## src/rtl/sensor_table_find_or_evict_oldest_unit_macros.svh

```systemverilog
// Assertion helpers; the using module provides clk and arst_n.
`ifndef SENSOR_TABLE_FIND_OR_EVICT_OLDEST_UNIT_MACROS_SVH
`define SENSOR_TABLE_FIND_OR_EVICT_OLDEST_UNIT_MACROS_SVH

// Same-cycle implication.
`define STFE_ASSERT_IMP(label, ante, cons, msg) \
	label: assert property (@(posedge clk) disable iff (!arst_n) (ante) |-> (cons)) \
		else $error(msg);

// Next-cycle implication.
`define STFE_ASSERT_NXT(label, ante, cons, msg) \
	label: assert property (@(posedge clk) disable iff (!arst_n) (ante) |=> (cons)) \
		else $error(msg);

`endif

```

## src/rtl/stfe_pkg.sv

```systemverilog
package stfe_pkg;

	localparam int TABLE_DEPTH  = 32;
	localparam int SERIAL_BYTES = 8;
	localparam int IDX_W        = (TABLE_DEPTH > 1) ? $clog2(TABLE_DEPTH) : 1;
	localparam int KEY_W        = 8 * SERIAL_BYTES;
	localparam int PIN_W        = 5;
	localparam int TEMP_W       = 12;

	typedef enum logic [1:0] {
		MODE_READING   = 2'd0,
		MODE_CLR_ALL   = 2'd1,
		MODE_READ_SLOT = 2'd2,
		MODE_CLR_PIN   = 2'd3
	} mode_t;

	typedef struct packed {
		mode_t                     mode;
		logic [PIN_W-1:0]          pin;
		logic [KEY_W-1:0]          key;
		logic [31:0]               sid;
		logic [31:0]               stamp;
		logic                      ok;
		logic signed [TEMP_W-1:0]  temp;
		logic [4:0]                sel;
	} cmd_t;

	typedef struct packed {
		logic [4:0]                slot;
		logic                      matched;
		logic                      occupied;
		logic                      seen;
		logic                      temp_ok;
		logic signed [TEMP_W-1:0]  temp_out;
		logic [31:0]               errors;
		logic [31:0]               id_out;
		logic [PIN_W-1:0]          pin_out;
		logic [63:0]               serial_out;
		logic [31:0]               last_stamp;
	} result_t;

endpackage

```

## src/rtl/stfe_in_if.sv

```systemverilog
interface stfe_in_if;
	logic               valid;
	logic               ready;
	logic [1:0]         mode;
	logic [4:0]         pin;
	logic [63:0]        serial;
	logic [31:0]        sensor_id;
	logic [31:0]        stamp;
	logic               reading_ok;
	logic signed [11:0] celsius;
	logic [4:0]         slot_select;

	modport source (output valid, mode, pin, serial, sensor_id, stamp, reading_ok, celsius,
		slot_select, input ready);
	modport sink (input valid, mode, pin, serial, sensor_id, stamp, reading_ok, celsius,
		slot_select, output ready);
endinterface

```

## src/rtl/stfe_front.sv

```systemverilog
module stfe_front (
	input  logic           clk,
	input  logic           arst_n,
	stfe_in_if.sink        req,
	output stfe_pkg::cmd_t cmd,
	output logic           cmd_valid,
	input  logic           cmd_ready
);
	import stfe_pkg::*;

	cmd_t       q_mem [2];
	logic [1:0] cnt_q;
	logic       wr_ptr_q;
	logic       rd_ptr_q;
	logic       push;
	logic       pop;
	cmd_t       cls;

	// decode one transaction into a table command
	always_comb begin
		cls.mode  = mode_t'(req.mode);
		cls.pin   = req.pin;
		cls.key   = req.serial[KEY_W-1:0];
		cls.sid   = req.sensor_id;
		cls.stamp = req.stamp;
		cls.ok    = req.reading_ok;
		cls.temp  = req.celsius;
		cls.sel   = req.slot_select;
	end

	assign req.ready = (cnt_q != 2'd2);
	assign cmd_valid = (cnt_q != 2'd0);
	assign cmd       = q_mem[rd_ptr_q];
	assign push      = req.valid && req.ready;
	assign pop       = cmd_valid && cmd_ready;

	always_ff @(posedge clk or negedge arst_n) begin
		if (!arst_n) begin
			cnt_q    <= 2'd0;
			wr_ptr_q <= 1'b0;
			rd_ptr_q <= 1'b0;
		end else begin
			if (push) wr_ptr_q <= !wr_ptr_q;
			if (pop) rd_ptr_q <= !rd_ptr_q;
			unique case ({push, pop})
				2'b10:   cnt_q <= cnt_q + 2'd1;
				2'b01:   cnt_q <= cnt_q - 2'd1;
				default: cnt_q <= cnt_q;
			endcase
		end
	end

	always_ff @(posedge clk) begin
		if (push) q_mem[wr_ptr_q] <= cls;
	end
endmodule

```

## src/flat_wrapper.sv

```systemverilog
// flat-port wrapper written by rule: the top's interface ports become plain ports
module stfe_front_flat import stfe_pkg::*;
  (clk, arst_n, cmd, cmd_valid, cmd_ready, req_valid, req_mode, req_pin, req_serial, req_sensor_id, req_stamp, req_reading_ok, req_celsius, req_slot_select, req_ready);
  stfe_in_if req_i ();
  input  logic clk;
  input  logic arst_n;
  output stfe_pkg::cmd_t cmd;
  output logic cmd_valid;
  input  logic cmd_ready;
  input wire logic [$bits(req_i.valid)-1:0] req_valid;
  input wire logic [$bits(req_i.mode)-1:0] req_mode;
  input wire logic [$bits(req_i.pin)-1:0] req_pin;
  input wire logic [$bits(req_i.serial)-1:0] req_serial;
  input wire logic [$bits(req_i.sensor_id)-1:0] req_sensor_id;
  input wire logic [$bits(req_i.stamp)-1:0] req_stamp;
  input wire logic [$bits(req_i.reading_ok)-1:0] req_reading_ok;
  input wire logic [$bits(req_i.celsius)-1:0] req_celsius;
  input wire logic [$bits(req_i.slot_select)-1:0] req_slot_select;
  output wire logic [$bits(req_i.ready)-1:0] req_ready;
  assign req_i.valid = req_valid;
  assign req_i.mode = req_mode;
  assign req_i.pin = req_pin;
  assign req_i.serial = req_serial;
  assign req_i.sensor_id = req_sensor_id;
  assign req_i.stamp = req_stamp;
  assign req_i.reading_ok = req_reading_ok;
  assign req_i.celsius = req_celsius;
  assign req_i.slot_select = req_slot_select;
  assign req_ready = req_i.ready;
  stfe_front u_core (.clk(clk), .arst_n(arst_n), .req(req_i), .cmd(cmd), .cmd_valid(cmd_valid), .cmd_ready(cmd_ready));
endmodule
```

## config.mk

```make
export PLATFORM = sky130hd
export DESIGN_NAME = stfe_front_flat
export DESIGN_NICKNAME = d
export VERILOG_FILES = /design/src/rtl/sensor_table_find_or_evict_oldest_unit_macros.svh /design/src/rtl/stfe_pkg.sv /design/src/rtl/stfe_in_if.sv /design/src/rtl/stfe_front.sv /design/src/flat_wrapper.sv
export SDC_FILE = /design/constraint.sdc
export NUM_CORES = 1
export LEC_CHECK = 0
export BUFFER_PORTS_ARGS = -buffer_cell sky130_fd_sc_hd__buf_2
export CORE_ASPECT_RATIO = 0.75
export CORE_UTILIZATION = 25
export DETAILED_ROUTE_END_ITERATION = 10
export GPL_TIMING_DRIVEN = 0
export SLEW_MARGIN = 20
export SYNTH_ARGS = -nofsm -noshare
export SYNTH_HDL_FRONTEND = slang
export SYNTH_SLANG_ARGS = --single-unit
```

## constraint.sdc

```tcl
create_clock -name clk -period 9.65 [get_ports clk]
set_input_delay 1.4475 -clock clk [delete_from_list [all_inputs] [get_ports clk]]
set_output_delay 1.4475 -clock clk [all_outputs]
set_load 0.01 [all_outputs]
```

Yosys cells after proc, flatten, opt, wreduce, memory -nomap -nowiden

Memory sizes are Yosys's and may differ from the RTL's.
Cells that the tools add are included.

Register bits after elaboration: 4
Bits in latches: 0
RAM bits: 306
ROM bits: 0
Input bits: 157
Output and inout bits: 155
Word-level logic and storage cells: 18
Memories: 1

Add/subtract/negate cells: 2
Multipliers: 0
Div/mod/pow operators: 0
Order comparisons: 0
Equal/unequal tests: 3
Shifts and indexed selects: 0
Multiplexer cells: 3
Bitwise logic cells: 0
Reduce and logical (&&, ||, !) cells: 6

Memories:

| name         | words | bits a word | rd ports | clocked after memory_dff | write ports | line             | RTL |
|---|---|---|---|---|---|---|---|
| u_core.q_mem | 2     | 153         | 1        | 0                        | 1           | stfe_front.sv:11 | `cmd_t q_mem [2];` |

Operator list:

| operator            | number |
|---|---|
| $pmux 2 s2          | 1 |
| $reduce_bool 2->1   | 2 |
| $add 2x1->2 const B | 1 |
| $eq 2x1->1 const B  | 1 |
| $eq 2x2->1 const B  | 1 |
| $logic_and 1x1->1   | 2 |
| $logic_not 1->1     | 2 |
| $mux 1              | 2 |
| $ne 2x2->1 const B  | 1 |
| $sub 2x1->2 const B | 1 |

Longest topological paths before layout

Gate-level depths: netlist (run 1).

Word-level depth: 4
Gate-level depth with buffers: 6
Depth with buffers taken out: 6

Least setup slack after synthesis (run 1)

No wires, ideal clock.

Path type: input port to flip-flop
Start point: in req_valid
End point: mem u_core.q_mem[0][0] in the netlist's numbering, enable pin
Setup time: 668 ps
Arrival: 7894 ps
Required time: 8982 ps
Path slack: 1088 ps
Stages on the path: 2
Path buffers: 0
Cells stage by stage: nand2_1 nor2_1

Cells in the longest elaborated chain, start to end: 3

RTL lines:

| element                      | line               | RTL |
|---|---|---|
| from (decl)                  | flat_wrapper.sv:10 | `input wire logic [$bits(req_i.valid)-1:0] req_valid;` |
| $logic_and 1x1->1            | stfe_front.sv:34   | `assign push = req.valid && req.ready;` |
| $mux 1                       | stfe_front.sv:54   | `if (push) q_mem[wr_ptr_q] <= cls;` |
| $mux 1 (not written as such) | stfe_front.sv:54   |  |
| to (decl)                    | stfe_front.sv:11   |  |

No other way between the ends.

==> reports/results.ini, run 1 <==
[outcome]
status=finished, final reports clean

[placement]
io_buffers=311
gp_congestion=0.706
dpl_worst_slack_ps=6200
dp_hpwl_um=17000

[clocking]
cts_setup_buffers=0
cts_tree=built
htreeDepth=1
cts_resized=0
path_clk_slew_ps=60
cts.sink_count=310
clk-insertion-delay-late_ps=570
clock_tree.root_cell=clkbuf_16
cts_inserted_buffers=31
hold_buffers=0
cts_max_path_buffers=3

[sta]
finalCritPeriodShare_pct=36.5
finalClockSkew_ps=22.0
setup_viol=0
tns_ps=0
relSlewSlack_pct=55.5
setup_slack_ps=6130
final_max_slew_viol_count=0
fmax_mhz=284
period_needed_ps=3520
hold_viol_final=0
worst_pin_slew_ps=666
rsz0062_at_grt=no

[synth]
synth_area_leader_cell=edfxtp_1
ys_top_cells_by_area=edfxtp_1 (80%), mux2_2 (9.1%), mux2_4 (7.9%)
ys_seq_elements=310
syn_area_um2=11500
yosysWarnings=0
synthesis.nets=651
synth_top_cell_area_share_pct=80.1
synth.distinct_cells=15
netlist_instances=493
seq_area_frac_synth_pct=81.0
synth_area_per_cell_um2=23.3

[worst_hold_path]
whs_endpoint=u_core.cnt_q[1]
hold_depth=1
min_from=u_core.cnt_q[1]
hold_path.class=reg -> reg

[floorplanning]
core_area_um2=44900
rows=67
dieArea_um2=46700
die_h_um=187
start_util_pct=25.5
io_pins=312
die_x_um=249

[worst_setup_path]
r2r-start=u_core.cnt_q[0]
r2r_slack_ps=7180
setup.worst_path.class=reg -> out
r2r_end=u_core.q_mem[0][101]
crit_path_start_kind=flop
required_ps=8200
reg2regPathDepth=7
path_max_fanout=10
worstPathArrival_ps=2080
end_kind=primary output

[route]
antenna_left=0
wl_um=24200
drc=0
viasPerCell=3.97
vias=5793
first_pass_iters=4
wl_per_cell_um=16.6
drt_iter0_drc=227

[layout]
layout_commonest_cell=buf_2
fin_nets=1005
final_cell_mix=buf_2 (320), edfxtp_1 (306), mux2_2 (93)
drive_gt1_share_pct=61.4
n_fill_cell=4346
areaGrowthSynthToFinish_pct=30.8

[global_routing]
grt_use_total_pct=10.2
grt_first_pass_wirelength_um=36800
grt_overflow=0
grt_max_degree=49
grt_pass1_vias=6252
antenna_found_initial=5

[power]
power-per-cell-area_nw_per_um2=302
cellLeakagePower_nw=5.68
vdd_drop_max_uv=178
totalPowerFinal_w=0.00453

[job]
maxCapViolations=0

-- how the worst max path moves through the flow --
stage	cells past startpoint	startpoint	slack [ps]	end
after detailed placement	7	req_valid	6200	u_core.q_mem[0][101]
final	4	u_core.rd_ptr_q	6130	cmd[54]
after floorplan	2	req_valid	1090	u_core.q_mem[0][0]
after global routing	4	u_core.rd_ptr_q	5970	cmd[54]
after CTS	4	u_core.rd_ptr_q	5980	cmd[54]
after global placement	3	req_valid	-3070	u_core.q_mem[0][96]
-- metal layers --
metal  part of all wire, %  wire length, µm  global-route usage [%]
met1                    42            10100                    12.4
met2                    46            11200                    16.5
met3                   9.5             2310                    4.51
met4                   2.4              589                    2.52
met5                  0.27               65                       0
-- synth_stat cells --
library cell	n
xor2_1	2
ha_1	1
dfrtp_1	4
nor2_1	2
buf_2	9
or2_2	1
mux2_4	60
nand2_1	1
xnor2_1	3
mux2_2	93
and2_1	1
and3_1	1
edfxtp_1	306
nand2b_1	1
buf_6	8
-- registers in the layout (all words and copies together), names as in the netlist --
name             cells
u_core.rd_ptr_q      1
u_core.wr_ptr_q      1
u_core.q_mem       306
u_core.cnt_q         2
-- metrics by stage --
stage	cells	hold WS [ps]	utilization [%]	cell area [µm²]
final	1459	498	33.4	15000
after global routing	1458	537	33.4	15000
after CTS	1458	498	33.4	15000
after detailed placement	1400	491	31.2	14000
after global placement	1390	473	30.6	13800
after floorplan	493	456	-	11500
-- kinds of logic (layout without fill, tap and decap cells) --
logic type	Yosys count	count (layout)	share of synthesized area (%)
xor+xnor	5	5	0.382
fa+ha+maj	1	1	0.109
buf+inv	17	396	1.18
flops	310	310	81.0
mux	153	153	17.0
other cells	0	1	0
simple gates	7	7	0.317
-- report_power, final --
part	internal [W]	total [W]	switching [W]
sequential	0.00184	0.00190	0.0000651
combinational	0.000713	0.00148	0.000770
clock	0.000660	0.00115	0.000490
-- area by class of cell --
| cell class | count | area, µm² | share of cell area [%] |
|---|---|---|---|
| Timing Repair Buffer | 321 | 1820 | 12.1 |
| Buffer | 17 | 135 | 0.901 |
| Antenna cell | 1 | 2.50 | 0.0167 |
| Clock buffer | 44 | 845 | 5.63 |
| Tap cell | 586 | 733 | 4.89 |
| Clock inverter | 14 | 120 | 0.801 |
| Sequential cell | 310 | 9290 | 61.9 |
| Multi-Input combinational cell | 166 | 2050 | 13.7 |
-- critical path, stage by stage, from the launching register on --
cell and delay, ps:
dfrtp_1 340, buf_6 180, buf_2 420, mux2_2 400, buf_2 150
(Power assumes the default switching activity.)
==> inputs of run 2 (changes only) <==
==> constraint.sdc (replaced) <==
create_clock -name clk -period 3.24 [get_ports clk]
set_input_delay 0.486 -clock clk [delete_from_list [all_inputs] [get_ports clk]]
set_output_delay 0.486 -clock clk [all_outputs]
set_load 0.01 [all_outputs]
==> reports/results.ini, run 2 (same netlist as run 1, synthesis figures left out) <==
[outcome]
status=finished, final reports clean

[route]
wl_um=23500
drc=0
vias=5754
viasPerCell=3.95
wl_per_cell_um=16.1
first_pass_iters=4
drt_iter0_drc=196
antenna_left=0

[layout]
fin_nets=1006
drive_gt1_share_pct=61.7
layout.cells.non_filler=1458
fin_area_um2=15000
insertedDiodeCount=0
top_register=u_core.q_mem
final_cell_mix=buf_2 (320), edfxtp_1 (306), mux2_2 (93)
layout_commonest_cell=buf_2
largest_reg_flops=306
reg_top3=u_core.q_mem: 306 flops, u_core.cnt_q: 2 flops
areaGrowthSynthToFinish_pct=31.0

[placement]
dp.cells=1400
io_buffers=311
dp_hpwl_um=16600
gp_congestion=0.671
dpl_worst_slack_ps=1110
placedInstanceArea_um2=14000

[worst_setup_path]
crit_path_start_kind=flop
end_kind=primary output
r2r-start=u_core.cnt_q[0]
crit_start=u_core.rd_ptr_q
required_ps=2750
path_max_fanout=10
worstPathArrival_ps=1980
setup.worst_path.class=reg -> out

[sta]
setup_slack_ps=777
finalCritPeriodShare_pct=76.0
holdWs_ps=105
fmax_mhz=406
hold_viol_final=0
final_max_slew_viol_count=0
relSlewSlack_pct=67.5
worst_pin_slew_ps=488
setup_viol=0
rsz0062_at_grt=no
period_needed_ps=2460
finalClockSkew_ps=8.14

[power]
intPower_w=0.00963
seq_power_share_pct=41.7
power.switching_w=0.00394
vdd_drop_max_uv=467
power-per-cell-area_nw_per_um2=903
clockPowerShare_pct=25.9
p_comb_share_pct=32.3
switching_share_pct=29.0
totalPowerFinal_w=0.0136
cellLeakagePower_nw=5.69

[floorplanning]
dieArea_um2=46700
die_h_um=187
rows=67
core_area_um2=44900
io_pins=312
start_util_pct=25.5
die_x_um=249

[clocking]
htreeDepth=1
cts_setup_buffers=0
cts_tree=built
clock_tree.root_cell=clkbuf_16
hold_buffers=1
cts_max_path_buffers=3
cts_resized=0
cts.sink_count=310
cts_inserted_buffers=31
path_clk_slew_ps=70
clk-insertion-delay-late_ps=560

[global_routing]
grt_overflow=0
antenna_found_initial=1
grt_pass1_vias=6106
grt_first_pass_wirelength_um=35800
grt_max_degree=52
grt_use_total_pct=9.82

[worst_hold_path]
hold_path.class=in -> reg
min_from=req_stamp[9]

[job]
maxCapViolations=0

[run 2: changes by cell type in the layout (fill, tap and decap cells not counted), sizes merged]
cell / before / now
bufinv: 2 / 4
clkinvlp: 0 / 2
clkinv: 10 / 17
inv: 2 / 0
dlygate4sd3: 0 / 1
clkbuf: 44 / 34
diode: 1 / 0
[run 2: metal layers]
| layer | routed length, µm | GRT usage (%) |
|---|---|---|
| met5 | 13 | 0 |
| met4 | 590 | 2.49 |
| met3 | 2270 | 4.38 |
| met2 | 10700 | 15.8 |
| met1 | 9940 | 12.0 |
[run 2: cell type report]
type	instances	area (µm²)
clock inverters	23	205
plain buffers	17	135
well taps	586	733
flip-flops and latches	310	9290
repair buffers	322	1800
clock buffers	34	787
multi-input cells	166	2070
fillers	4339	29900
[run 2: path summary, 6_finish.rpt]
kind	endpoint	slack (ps)	cells past startpoint
min in group asynchronous	u_core.cnt_q[1]	270	2
min	u_core.q_mem[0][27]	110	1
min reg2reg	u_core.cnt_q[0]	550	1
max in group asynchronous	u_core.wr_ptr_q	2850	2
max	cmd[98]	780	5
max reg2reg	u_core.q_mem[1][126]	1140	4
[run 2: critical path, stage by stage (launching register included)]
cell and delay (ps):
dfrtp_1 340, buf_6 170, buf_6 210, buf_6 210
mux2_4 310, buf_2 160
[run 2: power by group through the flow]
stage / Clock (W) / Sequential [W] / Combinational [W]
2_1_floorplan: 0 / 0.00577 / 0.00270
3_3_place_gp: 0 / 0.00585 / 0.00426
3_5_place_dp: 0 / 0.00575 / 0.00451
4_1_cts: 0.00364 / 0.00567 / 0.00453
5_1_grt: 0.00378 / 0.00574 / 0.00474
6_report: 0.00352 / 0.00566 / 0.00439
[run 2: metrics by stage]
step / setup TNS [ps] / utilization, %
global placement: -357290 / 30.7
finish: 0 / 33.4
detailed placement: 0 / 31.2
CTS: 0 / 33.4
global route: 0 / 33.4
floorplan: -10010 / -
